`src/rtl/bfiq_pkg.sv`:
```
// Shared types, constants and codes for the bloom filter insert/query block.
// No dependencies; every other file imports this package.
package bfiq_pkg;

  localparam int HASH_W      = 32;
  localparam int PROBE_W     = 5;
  localparam int FBYTES_W    = 14;
  localparam int CFG_DATA_W  = 14;
  localparam int CFG_IDX_W   = 1;
  // filter bit count is at most 8 * (2^14 - 1), fits in 17 bits
  localparam int BITS_W      = FBYTES_W + 3;
  localparam int STEP_ROT    = 17;

  localparam int DEF_MAX_FILTER_BYTES = 8192;
  localparam int DEF_MAX_PROBES       = 30;

  localparam logic [FBYTES_W-1:0] MIN_FILTER_BYTES = FBYTES_W'(8);
  localparam logic [PROBE_W-1:0]  RST_PROBE_COUNT  = PROBE_W'(6);
  localparam logic [FBYTES_W-1:0] RST_FILTER_BYTES = FBYTES_W'(8192);

  // remainder unit retires two dividend bits per cycle
  localparam int REM_STEPS = HASH_W / 2;
  localparam int REM_CNT_W = $clog2(REM_STEPS);

  typedef enum logic [CFG_IDX_W-1:0] {
    CFG_PROBE_COUNT  = 1'b0,
    CFG_FILTER_BYTES = 1'b1
  } cfg_idx_e;

  typedef enum logic {
    ACT_INSERT = 1'b0,
    ACT_QUERY  = 1'b1
  } action_e;

  typedef enum logic [2:0] {
    S_CLEAR,
    S_IDLE,
    S_WRAP,
    S_HMOD,
    S_SMOD,
    S_RD,
    S_UPD,
    S_DONE
  } state_e;

  typedef struct packed {
    logic              start;
    logic [HASH_W-1:0] dividend;
    logic [BITS_W-1:0] divisor;
  } rem_req_t;

  typedef struct packed {
    logic              busy;
    logic              done;
    logic [BITS_W-1:0] rem;
  } rem_rsp_t;

endpackage

```
`src/rtl/bfiq_rem_unit.sv`:
```
// Iterative remainder unit: 32-bit dividend modulo a 17-bit divisor,
// two restoring steps per cycle. Depends on bfiq_pkg.
module bfiq_rem_unit import bfiq_pkg::*; (
  input  logic     clk_i,
  input  logic     rst_ni,
  input  rem_req_t req_i,
  output rem_rsp_t rsp_o
);

  logic                 busy_q, busy_d;
  logic                 done_q, done_d;
  logic [REM_CNT_W-1:0] cnt_q, cnt_d;
  logic [HASH_W-1:0]    dvd_q;
  logic [BITS_W-1:0]    dvs_q;
  logic [BITS_W-1:0]    rem_q;
  logic [BITS_W:0]      r1, r2;
  logic [BITS_W-1:0]    r1_red, r2_red;

  always_comb begin
    r1 = {rem_q, dvd_q[HASH_W-1]};
    if (r1 >= {1'b0, dvs_q}) begin
      r1 = r1 - {1'b0, dvs_q};
    end
    r1_red = r1[BITS_W-1:0];
    r2 = {r1_red, dvd_q[HASH_W-2]};
    if (r2 >= {1'b0, dvs_q}) begin
      r2 = r2 - {1'b0, dvs_q};
    end
    r2_red = r2[BITS_W-1:0];
  end

  always_comb begin
    busy_d = busy_q;
    done_d = 1'b0;
    cnt_d  = cnt_q;
    if (req_i.start) begin
      busy_d = 1'b1;
      cnt_d  = '0;
    end else if (busy_q) begin
      cnt_d = cnt_q + 1'b1;
      if (cnt_q == REM_CNT_W'(REM_STEPS - 1)) begin
        busy_d = 1'b0;
        done_d = 1'b1;
      end
    end
  end

  always_ff @(posedge clk_i or negedge rst_ni) begin
    if (!rst_ni) begin
      busy_q <= 1'b0;
      done_q <= 1'b0;
      cnt_q  <= '0;
    end else begin
      busy_q <= busy_d;
      done_q <= done_d;
      cnt_q  <= cnt_d;
    end
  end

  always_ff @(posedge clk_i) begin
    if (req_i.start) begin
      dvd_q <= req_i.dividend;
      dvs_q <= req_i.divisor;
      rem_q <= '0;
    end else if (busy_q) begin
      dvd_q <= dvd_q << 2;
      rem_q <= r2_red;
    end
  end

  assign rsp_o.busy = busy_q;
  assign rsp_o.done = done_q;
  assign rsp_o.rem  = rem_q;

endmodule

```
`config.mk`:
```
export PLATFORM = sky130hd
export DESIGN_NAME = bfiq_rem_unit
export DESIGN_NICKNAME = d
export VERILOG_FILES = /design/src/rtl/bfiq_pkg.sv /design/src/rtl/bfiq_rem_unit.sv
export SDC_FILE = /design/constraint.sdc
export NUM_CORES = 1
export LEC_CHECK = 0
export BUFFER_PORTS_ARGS = -buffer_cell sky130_fd_sc_hd__buf_2
export CAP_MARGIN = 10
export CORE_MARGIN = 3
export CORE_UTILIZATION = 35
export DETAILED_ROUTE_END_ITERATION = 8
export RECOVER_POWER = 100
export SKIP_CTS_REPAIR_TIMING = 1
export SLEW_MARGIN = 20
export SYNTH_ARGS = -nofsm -noshare
export SYNTH_HDL_FRONTEND = slang
export SYNTH_SLANG_ARGS = --single-unit
```
`constraint.sdc`:
```
create_clock -name clk_i -period 7 [get_ports clk_i]
set_clock_uncertainty 0.1 [all_clocks]
set_input_delay 1.4 -clock clk_i [delete_from_list [all_inputs] [get_ports clk_i]]
set_output_delay 1.4 -clock clk_i [all_outputs]
set_load 0.01 [all_outputs]
```
Word level (Yosys, flattened, before mapping)
Index checks and enable logic that the tools add are counted.
Widths: inputs -> output; s select.
{"block": "word_totals", "register_bits": 72, "elab_cells": 25, "inputBits": 52}
{"block": "classes", "add_sub_neg": 3, "n_lt_le_gt_ge": 2, "n_eq_ne": 1, "reduce_logical": 1, "mux": 12}
{"operator": "$mux 32", "n": 2}
{"operator": "$ge 18x17->1", "n": 2}
{"operator": "$mux 17", "n": 2}
{"operator": "$sub 17x17->17", "n": 2}
{"operator": "$mux 4", "n": 2}
{"operator": "$mux 1", "n": 6}
{"operator": "$add 4x1->4 const B", "n": 1}
{"operator": "$eq 4x4->1 const B", "n": 1}
{"operator": "$reduce_bool 2->1", "n": 1}

Longest topological paths before layout
Gate-level depths: netlist (run 1).
{"block": "depth", "depth_word": 4, "ltp_mapped": 22, "ltp_nobuf": 19}

Worst setup path before layout (run 1)
Ideal clock, no wire load.
{"block": "synth_path", "path_kind": "register to register", "startpoint": "register dvd_q[31]", "endpoint": "register rem_q[0]", "path_stages_with_launch": 21, "period_less_slack_ps": 4807, "arrival_ps": 4628, "setup_slack_ps": 2193, "path_buffers": 2, "setup_time_ps": 79, "cell_sequence": "edfxtp_1 inv_1 ha_1 inv_1 fa_1 a21o_1 a221oi_4 a2111oi_2 nand3b_1 buf_2 mux2_2 ha_1 a211oi_1 nor3b_1 or3_1 clkbuf_1 a31oi_2 o221ai_2 nor2_8 mux2_1 a211oi_2"}
{"block": "synth_between", "elab_chain_len": 4, "word_cells_on_any_way": 5, "cone_classes": "1 x add/sub; 2 x order compare; 2 x mux"}
{"item": "start: declaration", "line_no": "bfiq_rem_unit.sv:13", "source": "logic [HASH_W-1:0] dvd_q;"}
{"item": "start signal: assignment", "line_no": "bfiq_rem_unit.sv:62", "source": "dvd_q <= req_i.dividend;"}
{"item": "start signal: assignment", "line_no": "bfiq_rem_unit.sv:66", "source": "dvd_q <= dvd_q << 2;"}
{"item": "$sub 17x17->17 or $ge 18x17->1 (tied branches)", "line_no": "bfiq_rem_unit.sv:22, bfiq_rem_unit.sv:21"}
{"item": "$mux 17 (*)", "line_no": "bfiq_rem_unit.sv:21", "source": "if (r1 >= {1'b0, dvs_q}) begin"}
{"item": "$ge 18x17->1 (*)", "line_no": "bfiq_rem_unit.sv:26", "source": "if (r2 >= {1'b0, dvs_q}) begin"}
{"item": "$mux 17 (*)", "line_no": "bfiq_rem_unit.sv:26"}
{"item": "end signal: assignment", "line_no": "bfiq_rem_unit.sv:67", "source": "rem_q <= r2_red;"}
{"item": "end: declaration", "line_no": "bfiq_rem_unit.sv:15", "source": "logic [BITS_W-1:0] rem_q;"}
Mark *: on every way between the ends. The rest lies on a longest branch, timed or not.
A chain may end at the register's enable or synchronous reset.

Worst setup path in the final report (run 1)
Same ends and word-level chain as after synthesis.

==> results of run 1 <==
## state kept, by name, summed over array words and instances (netlist names)
signal / cells
cnt_q: 4
dvd_q: 32
dvs_q: 17
busy_q: 1
done_q: 1
rem_q: 17
## logic make-up (layout without fill, tap and decap cells)
kind of cell | count (synthesis) | after routing | synth area share (%)
and+or+nand+nor | 123 | 123 | 13.4
DFF | 72 | 72 | 40.9
AOI/OAI and AO/OA | 104 | 104 | 15.7
muxes | 48 | 48 | 10.9
buffers and inverters | 43 | 115 | 3.91
adders and majority gates | 37 | 37 | 9.95
xor gates and xnor gates | 29 | 29 | 5.29
## synthesized netlist by cell type (3+ instances only)
master	n
mux2i_1	13
a31oi_1	5
mux2_2	34
or3_1	4
dfxtp_1	17
or2_2	4
nand3b_1	3
nand2b_1	6
clkbuf_1	12
a31o_2	3
a211oi_1	13
o22ai_1	3
nor2_1	41
and2_1	4
and4_1	3
ha_1	35
inv_1	26
nand3_1	11
and3_1	6
nor3_1	9
xnor2_1	12
dfrtp_1	6
edfxtp_1	49
xor2_1	17
nand2_1	17
o21ai_0	14
a21oi_1	26
nand4_1	3
a21o_1	10
o21a_1	3
## cells in the final DEF (no fill, tap or decap), drive strengths merged, types with 3 or more instances in the layout
cell / Yosys / routed
or3: 4 / 4
a211oi: 14 / 14
a21oi: 27 / 27
clkbuf: 12 / 35
nand2b: 6 / 6
and2: 5 / 5
mux2: 35 / 35
nor2: 42 / 42
ha: 35 / 35
or2: 4 / 4
nor3: 9 / 9
dfxtp: 17 / 17
inv: 26 / 26
a31oi: 6 / 6
xor2: 17 / 17
edfxtp: 49 / 49
o21ai: 14 / 14
o22ai: 3 / 3
and3: 8 / 8
o21a: 3 / 3
xnor2: 12 / 12
and4: 3 / 3
a21o: 10 / 10
nand3b: 3 / 3
mux2i: 13 / 13
nand3: 11 / 11
dfrtp: 6 / 6
a31o: 3 / 3
a311oi: 3 / 3
buf: 5 / 52
nand4: 3 / 3
nand2: 17 / 17
## worst min-delay path, stage by stage, from the launching register on
cell and delay (ns):
dfxtp_1 0.34, nor2_1 0.09, a211oi_1 0.05
## stage by stage
stage | hold WS (ns) | total power [mW]
finish | 0.430 | 2.48
CTS | 0.430 | 2.52
global placement | 0.417 | 2.06
global route | 0.455 | 2.69
detailed placement | 0.423 | 2.08
floorplan | 0.405 | 1.79
## area by class of cell
cell class | count | area, um^2 | area share, %
clock buffer | 14 | 254 | 4.62
clock inverter | 2 | 7.51 | 0.136
inverter | 26 | 97.6 | 1.77
multi-input combinational | 341 | 2620 | 47.6
sequential | 72 | 1960 | 35.7
tap | 176 | 220 | 4.00
timing repair buffer | 73 | 342 | 6.21
## worst max-delay path by stage
stage                     startpoint        to
after global placement     dvd_q[31]  rem_q[0]
after detailed placement   dvd_q[31]  rem_q[0]
after CTS                  dvd_q[31]  rem_q[0]
final                      dvd_q[31]  rem_q[0]
after floorplan            dvd_q[31]  rem_q[0]
after global routing       dvd_q[31]  rem_q[0]
## report_power, final
part,internal [mW],switching [mW],leakage [nW]
sequential,0.530,0.0542,0.726
clock,0.248,0.171,0.126
combinational,0.651,0.828,1.51
## routing by layer
layer	track usage [%]	share of wire (%)	wire length, um	up-vias
li1	-	-	-	1835
met1	20.9	45	5240	1810
met2	24.2	44	5200	110
met3	6.45	7.7	898	26
met4	6.99	2.8	325	2
met5	0	0.16	19	-
==> results.sh, run 1 <==
export IMPL_ys_seq_area_share_pct=40.9
export IMPL_grt_max_degree=73
export IMPL_grt_pass1_vias=3783
export IMPL_leakage_nw=2.36
export IMPL_maxCapViolCount=3
export IMPL_drive_gt1_share_pct=20.3
export IMPL_postLayoutCoreUtil_pct=41.2
export IMPL_cts_tree="yes"
export IMPL_stdcell_area_um2=5500
export IMPL_postSynthAreaPerCell_um2=10.5
export IMPL_period_needed_ns=5.87
export IMPL_ant_nets=0
export IMPL_syn_inst=456
export IMPL_place_ws_ns=1.73
export IMPL_die_h_um=123
export IMPL_reg2reg_to="rem_q[0]"
export IMPL_hp_start="rem_q[3]"
export IMPL_yosys_register_bits=72
export IMPL_drt_initial_drc_count=239
export IMPL_track_usage_pct=16.3
export IMPL_fin_crit_sh_pct=83.8
export IMPL_clock_path_buffers=2
export IMPL_dp_cells=688
export IMPL_h_tree_depth=3
export IMPL_grt_overflow=0
export IMPL_max_vdd_ir_drop_uv=159
export IMPL_ios=71
export IMPL_clkLatencyLatePin_ns=0.34
export IMPL_p_per_area_nw_per_um2=451
export IMPL_cp_depth=19
export IMPL_netlist_top_cells_area="edfxtp_1, ha_1, mux2_2"
export IMPL_vias_per_cell=5.37
export IMPL_synthesis_area_um2=4800
export IMPL_reg2reg_slack_ns=1.13
export IMPL_clk_pin_slew_ns=0.06
export IMPL_status="finished, violations left"
export IMPL_start_util_pct=36.0
export IMPL_antenna_found_initial=1
export IMPL_synth_main_ff_cell="edfxtp_1"
export IMPL_synth_nets=545
export IMPL_wl_mm=11.7
export IMPL_cts_sinks=72
export IMPL_layout_setup_ws_ns=1.13
export IMPL_row_count=42
export IMPL_synth_warnings=0
export IMPL_finalSetupViolCount=0
export IMPL_postPlaceCellArea_um2=5310
export IMPL_post_layout_nonfiller_instances=704
export IMPL_worst_ep_required_time_ns=7.12
export IMPL_drc_errors=0
export IMPL_critPathKind="flop to flop"
export IMPL_firstDrtPassIters=5
export IMPL_fmax_mhz=170
export IMPL_dieWidth_um=123
export IMPL_relSlewSlack_pct=-150
export IMPL_finalSetupTns_ns=0
export IMPL_core_area_um2=13300
export IMPL_crit_path_max_incr_delay_ns=0.68
export IMPL_worst_path_buf_inv=3
export IMPL_die_area_um2=15200
export IMPL_grt_pass1_wl_mm=19.1
export IMPL_violations="capacitance limit, slew limit"
export IMPL_hold_viol=0
export IMPL_min_to="rem_q[3]"
export IMPL_n_fill_cell=1382
export IMPL_num_vias=3783
export IMPL_diodes=0
export IMPL_arrival_ns=5.98
export IMPL_synth_top_area_share_pct=30.6
export IMPL_area_growth_pct=14.5
export IMPL_synth_largest_area_cell="edfxtp_1"
export IMPL_wl_per_cell_um=16.6
export IMPL_worst_slew_pin_slew_ns=3.75
export IMPL_io_buffers=70
export IMPL_cts_root_buf="clkbuf_16"
export IMPL_critPathTopFamily="compound AO/OA/AOI/OAI gates"
export IMPL_cp_max_fo=22
export IMPL_synth_cell_types=63
export IMPL_fin_nets=612
export IMPL_maxSlewViolCount=146
export IMPL_routabilityCongestion=0.927
export IMPL_cpMaxStageDelayCell="a221oi_1"
export IMPL_min_path_type="flop to flop"
export IMPL_hpwl_mm=8.74
export IMPL_synth_edff_count=49
export IMPL_cp_end_kind="flop"
export IMPL_r2r_cells=19
export IMPL_cp_cell_sequence="inv_1, ha_1, inv_1, fa_1, a21o_1, a221oi_1, a2111oi_0, nand3b_1, buf_4, mux2_2, ha_1, a211oi_1, nor3b_1, or3_1, a31oi_1, o221ai_2, nor2_8, mux2_1, a211oi_1"
export IMPL_rsz0062_at_grt="false"
export IMPL_rr_startpoint="dvd_q[31]"
export IMPL_async_reset_ff_share_pct=8.33
export IMPL_whs_path_depth=2
export IMPL_critPathLaunchType="flop"
export IMPL_numCtsBuffers=9
Power figures use the tool's default switching activity.
==> inputs of run 2 (changes only) <==
clock period = 5.7 ns   (was 7 ns; I/O delays follow)
==> run 2 against run 1 <==
Effect of this change: the flow still finishes with violations (capacitance limit, slew limit); flip-flop and latch count is the same; sequential share of layout area shrank 0.84 points; first-iteration DRC count shrank 1.7%; sequential power grew 24%; setup slack lost 0.75 ns; register-to-register slack lost 0.75 ns; via count is essentially flat; global-route usage grew 0.066 points; design area grew 2.4%; critical path type unchanged; largest cell class unchanged.
==> results.sh, run 2 (synthesis results as in run 1) <==
export IMPL_worst_ep_required_time_ns=5.85
export IMPL_cpMaxStageDelayCell="or3_1"
export IMPL_postPlaceCellArea_um2=5320
export IMPL_hp_start="rem_q[10]"
export IMPL_r2r_cells=19
export IMPL_stdcell_area_um2=5630
export IMPL_numCtsBuffers=9
export IMPL_regMostFlops="dvd_q"
export IMPL_postLayoutCoreUtil_pct=42.2
export IMPL_drt_initial_drc_count=235
export IMPL_die_h_um=123
export IMPL_maxCapViolCount=1
export IMPL_period_needed_ns=5.32
export IMPL_io_buffers=70
export IMPL_largest_reg_flops=32
export IMPL_track_usage_pct=16.3
export IMPL_largest_registers="dvd_q x32, dvs_q x17, rem_q x17"
export IMPL_critPathTopFamily="compound AO/OA/AOI/OAI gates"
export IMPL_grt_pass1_wl_mm=18.8
export IMPL_cp_depth=19
export IMPL_final_cell_mix="edfxtp_1, buf_2, nor2_1, ha_1, mux2_2"
export IMPL_row_count=42
export IMPL_num_vias=3780
export IMPL_hpwl_mm=9.08
export IMPL_cts_tree="yes"
export IMPL_reg2reg_to="rem_q[0]"
export IMPL_grt_overflow=0
export IMPL_finalSetupViolCount=0
export IMPL_grt_max_degree=46
export IMPL_worst_slew_pin_slew_ns=2.28
export IMPL_cp_end_kind="flop"
export IMPL_clkLatencyLatePin_ns=0.34
export IMPL_cts_sinks=72
export IMPL_ios=71
export IMPL_ant_nets=0
export IMPL_hold_slack_ns=0.436
export IMPL_vias_per_cell=5.30
export IMPL_cts_root_buf="clkbuf_16"
export IMPL_violations="capacitance limit, slew limit"
export IMPL_cp_cell_sequence="inv_1, ha_1, inv_1, fa_1, a21o_1, a221oi_4, a2111oi_2, nand3b_1, buf_4, mux2_2, ha_1, nor2_1, nor3b_1, or3_1, a31oi_2, o221ai_2, nor2_8, mux2_1, a211oi_2"
export IMPL_reg2reg_slack_ns=0.38
export IMPL_routabilityCongestion=0.902
export IMPL_critPathLaunchType="flop"
export IMPL_diodes=0
export IMPL_drive_gt1_share_pct=22.9
export IMPL_grt_pass1_vias=3660
export IMPL_arrival_ns=5.46
export IMPL_firstDrtPassIters=5
export IMPL_die_area_um2=15200
export IMPL_p_per_area_nw_per_um2=573
export IMPL_cp_startpoint="dvd_q[31]"
export IMPL_core_area_um2=13300
export IMPL_status="finished, violations left"
export IMPL_fin_nets=621
export IMPL_maxSlewViolCount=33
export IMPL_relSlewSlack_pct=-52.1
export IMPL_cp_endpoint="rem_q[0]"
export IMPL_h_tree_depth=3
export IMPL_antenna_found_initial=1
export IMPL_drc_errors=0
export IMPL_wl_mm=11.9
export IMPL_fin_crit_sh_pct=93.3
export IMPL_crit_path_max_incr_delay_ns=0.43
export IMPL_wl_per_cell_um=16.7
export IMPL_worst_path_buf_inv=3
export IMPL_rr_startpoint="dvd_q[31]"
export IMPL_clk_pin_slew_ns=0.06
export IMPL_area_growth_pct=17.3
export IMPL_cp_max_fo=12
export IMPL_clock_path_buffers=2
export IMPL_rsz0062_at_grt="false"
export IMPL_min_path_type="flop to flop"
export IMPL_finalSetupTns_ns=0
export IMPL_critPathKind="flop to flop"
export IMPL_dieWidth_um=123
export IMPL_max_vdd_ir_drop_uv=235
export IMPL_leakage_nw=2.43
export IMPL_hold_viol=0
export IMPL_fmax_mhz=188
export IMPL_start_util_pct=36.0
run 2: worst reg2reg max path, delay by kind of cell (launching register included):
family | cells | cell delay (ns)
mux | 2 | 0.65
buf+inv | 3 | 0.41
compound gates | 6 | 1.49
fa+ha+maj | 3 | 0.90
flops | 1 | 0.38
simple gates | 5 | 1.31
run 2: how the worst min path moves through the flow:
stage / slack (ns) / cells after the start / to
3_5_place_dp: 0.43 / 2 / rem_q[16]
4_1_cts: 0.44 / 2 / rem_q[16]
5_1_grt: 0.46 / 1 / dvd_q[24]
2_1_floorplan: 0.41 / 2 / cnt_q[3]
6_report: 0.44 / 2 / rem_q[10]
3_3_place_gp: 0.42 / 2 / rem_q[10]
run 2: power by group:
group          leakage (nW)  internal [mW]  switching [mW]
sequential            0.726          0.649          0.0731
clock                 0.143          0.339           0.217
combinational          1.56          0.883            1.07
total                  2.43           1.87            1.36
run 2: stage by stage:
stage,power (mW),worst slack [ns],cells
2_1_floorplan,2.19,0.893,456
3_3_place_gp,2.55,0.462,690
3_5_place_dp,2.58,0.382,690
4_1_cts,3.16,0.318,706
5_1_grt,3.47,0.0675,713
6_report,3.23,0.380,713
run 2: routing by layer:
| layer | wire, um | vias to the layer above | GRT usage (%) |
|---|---|---|---|
| li1 | - | 1865 | - |
| met1 | 5220 | 1778 | 20.9 |
| met2 | 5310 | 117 | 24.7 |
| met3 | 1110 | 18 | 7.09 |
| met4 | 228 | 2 | 5.61 |
| met5 | 13 | - | 0 |
run 2: cell type report:
| class | count | area [um^2] |
|---|---|---|
| multi-input cells | 341 | 2650 |
| repair buffers | 82 | 410 |
| flip-flops and latches | 72 | 1960 |
| clock buffers | 11 | 233 |
| well taps | 176 | 220 |
| clock inverters | 5 | 57.6 |
| inverters | 26 | 97.6 |
| fillers | 1323 | 7710 |
==> inputs of run 3 (changes only) <==
ABC_AREA = 1   (was unset)
CORE_MARGIN = 2   (was 3)
==> run 3 against run 2 <==
Effect of this change: the run still ends with capacitance limit, slew limit left; die area increased by 5.4%; setup slack better by 0.74 ns; routed wire length is 14% higher; first-iteration DRC count rose by 38%; critical path type unchanged; largest power group unchanged.
==> results.sh, run 3 <==
export IMPL_antenna_found_initial=0
export IMPL_synth_nets=827
export IMPL_synthSimpleGateAreaFrac_pct=36.3
export IMPL_drt_initial_drc_count=325
export IMPL_wl_per_cell_um=13.6
export IMPL_relSlewSlack_pct=-66.5
export IMPL_maxCapViolCount=1
export IMPL_violations="capacitance limit, slew limit"
export IMPL_cts_tree="yes"
export IMPL_period_needed_ns=4.58
export IMPL_vias_per_cell=4.71
export IMPL_grt_overflow=0
export IMPL_fmax_mhz=218
export IMPL_crit_top_cell="nand2_1"
export IMPL_synth_main_ff_cell="edfxtp_1"
export IMPL_largest_reg_flops=32
export IMPL_wl_mm=13.5
export IMPL_hold_slack_ns=0.366
export IMPL_ys_seq_area_share_pct=37.4
export IMPL_postSynthAreaPerCell_um2=7.11
export IMPL_place_ws_ns=1.48
export IMPL_cts_root_buf="clkbuf_16"
export IMPL_async_reset_ff_share_pct=8.33
export IMPL_grt_pass1_vias=4432
export IMPL_synth_mux_area_share_pct=0
export IMPL_grt_pass1_wl_mm=22.2
export IMPL_arrival_ns=4.76
export IMPL_worst_path_buf_inv=3
export IMPL_synth_cell_types=35
export IMPL_synth_top_area_share_pct=28.0
export IMPL_dieWidth_um=126
export IMPL_numCtsBuffers=9
export IMPL_row_count=44
export IMPL_synthXorXnorAreaFrac_pct=3.34
export IMPL_worst_slew_pin_slew_ns=2.50
export IMPL_final_cell_mix="nand2_1, inv_1, nand3_1, edfxtp_1, buf_2"
export IMPL_clock_path_buffers=2
export IMPL_critPathTopFamily="simple AND/OR/NAND/NOR gates"
export IMPL_cp_max_fo=18
export IMPL_num_vias=4685
export IMPL_die_h_um=126
export IMPL_layout_commonest_cell="nand2_1"
export IMPL_ant_nets=0
export IMPL_clk_pin_slew_ns=0.06
export IMPL_cts_sinks=72
export IMPL_hold_viol=0
export IMPL_firstDrtPassIters=5
export IMPL_finalSetupTns_ns=0
export IMPL_layout_setup_ws_ns=1.12
export IMPL_routabilityCongestion=0.904
export IMPL_min_path_type="flop to flop"
export IMPL_grt_max_degree=53
export IMPL_io_buffers=70
export IMPL_ios=71
export IMPL_synth_largest_area_cell="edfxtp_1"
export IMPL_critPathLaunchType="flop"
export IMPL_yosys_register_bits=72
export IMPL_diodes=0
export IMPL_crit_path_max_incr_delay_ns=0.57
export IMPL_drive_gt1_share_pct=9.75
export IMPL_clkLatencyLatePin_ns=0.34
export IMPL_synthesis_area_um2=5250
export IMPL_synth_edff_count=49
export IMPL_netlist_top_cells_area="edfxtp_1, nand2_1, ha_1"
export IMPL_area_growth_pct=14.6
export IMPL_synth_compound_area_share_pct=4.44
export IMPL_synth_adder_area_share_pct=9.11
export IMPL_fin_crit_sh_pct=80.4
export IMPL_max_vdd_ir_drop_uv=293
export IMPL_p_per_area_nw_per_um2=627
export IMPL_cpMaxStageDelayCell="nand2_1"
export IMPL_maxSlewViolCount=53
export IMPL_worst_ep_required_time_ns=5.88
export IMPL_syn_inst=738
export IMPL_status="finished, violations left"
export IMPL_ys_top_cells_by_count="nand2_1, inv_1, nand3_1, edfxtp_1, ha_1"
export IMPL_fin_nets=894
export IMPL_h_tree_depth=3
export IMPL_start_util_pct=36.0
export IMPL_critPathKind="flop to flop"
export IMPL_largest_registers="dvd_q x32, dvs_q x17, rem_q x17"
export IMPL_synth_top_family_by_area="simple AND/OR/NAND/NOR gates"
export IMPL_core_area_um2=14600
export IMPL_rsz0062_at_grt="false"
export IMPL_drc_errors=0
export IMPL_leakage_nw=3.22
export IMPL_synth_most_common_cell="nand2_1"
export IMPL_regMostFlops="dvd_q"
export IMPL_finalSetupViolCount=0
export IMPL_track_usage_pct=17.3
export IMPL_synth_warnings=0
export IMPL_die_area_um2=16000
export IMPL_hpwl_mm=10.5
export IMPL_cp_end_kind="flop"
-- run 3: worst reg2reg max path: cells and delay by family (launching register included) --
kind                       cells  cell delay [ns]
and+or+nand+nor               19             2.89
AOI/OAI and AO/OA              1             0.15
adders and majority gates      2             0.61
DFF                            1             0.37
buffers and inverters          3             0.40
-- run 3: cell type report --
class                      count  area [um^2]
clock buffer                   9          225
clock inverter                 7         80.1
fill                        1521         8570
inverter                     106          399
multi-input combinational    543         2780
sequential                    72         1960
tap                          184          230
timing repair buffer          73          335
-- run 3: logic make-up after synthesis --
logic type               count (synthesis)
AO/OA/AOI/OAI                           42
XOR/XNOR                                20
flip-flops                              72
buffers and inverters                  123
AND/OR/NAND/NOR                        444
adder cells (fa/ha/maj)                 37
-- run 3: layer usage --
| layer | global-route usage [%] | vias to the layer above | share of wire (%) |
|---|---|---|---|
| met5 | 0 | - | 0 |
| met4 | 5.56 | 0 | 1.2 |
| met3 | 3.16 | 10 | 4.9 |
| met2 | 26.7 | 108 | 44 |
| met1 | 24.6 | 2103 | 50 |
| li1 | - | 2464 | - |
-- run 3: through the flow --
stage               total power, mW  instances  utilization, %  instance area [um^2]
global placement               3.19        978            39.4                  5750
global route                   4.16        994            41.2                  6010
floorplan                      2.66        738               -                  5250
detailed placement             3.18        978            39.4                  5750
finish                         3.77        994            41.2                  6010
CTS                            3.78        994            41.5                  6060
-- run 3: report_power, final --
part	total, mW	switching (mW)	internal [mW]
Clock	0.583	0.238	0.344
Combinational	2.45	1.57	0.880
Sequential	0.739	0.0826	0.657
Total	3.77	1.89	1.88
-- run 3: worst paths after layout --
check                           from        to  slack [ns]  depth (start not counted)
setup / recovery           dvs_q[13]  rem_q[8]        1.12                         25
hold / removal              cnt_q[3]  cnt_q[3]        0.37                          1
setup reg to reg           dvs_q[13]  rem_q[8]        1.12                         25
hold reg to reg             cnt_q[3]  cnt_q[3]        0.37                          1
max in group asynchronous     rst_ni  cnt_q[2]        4.69                          1
min in group asynchronous     rst_ni  cnt_q[0]        0.57                          1
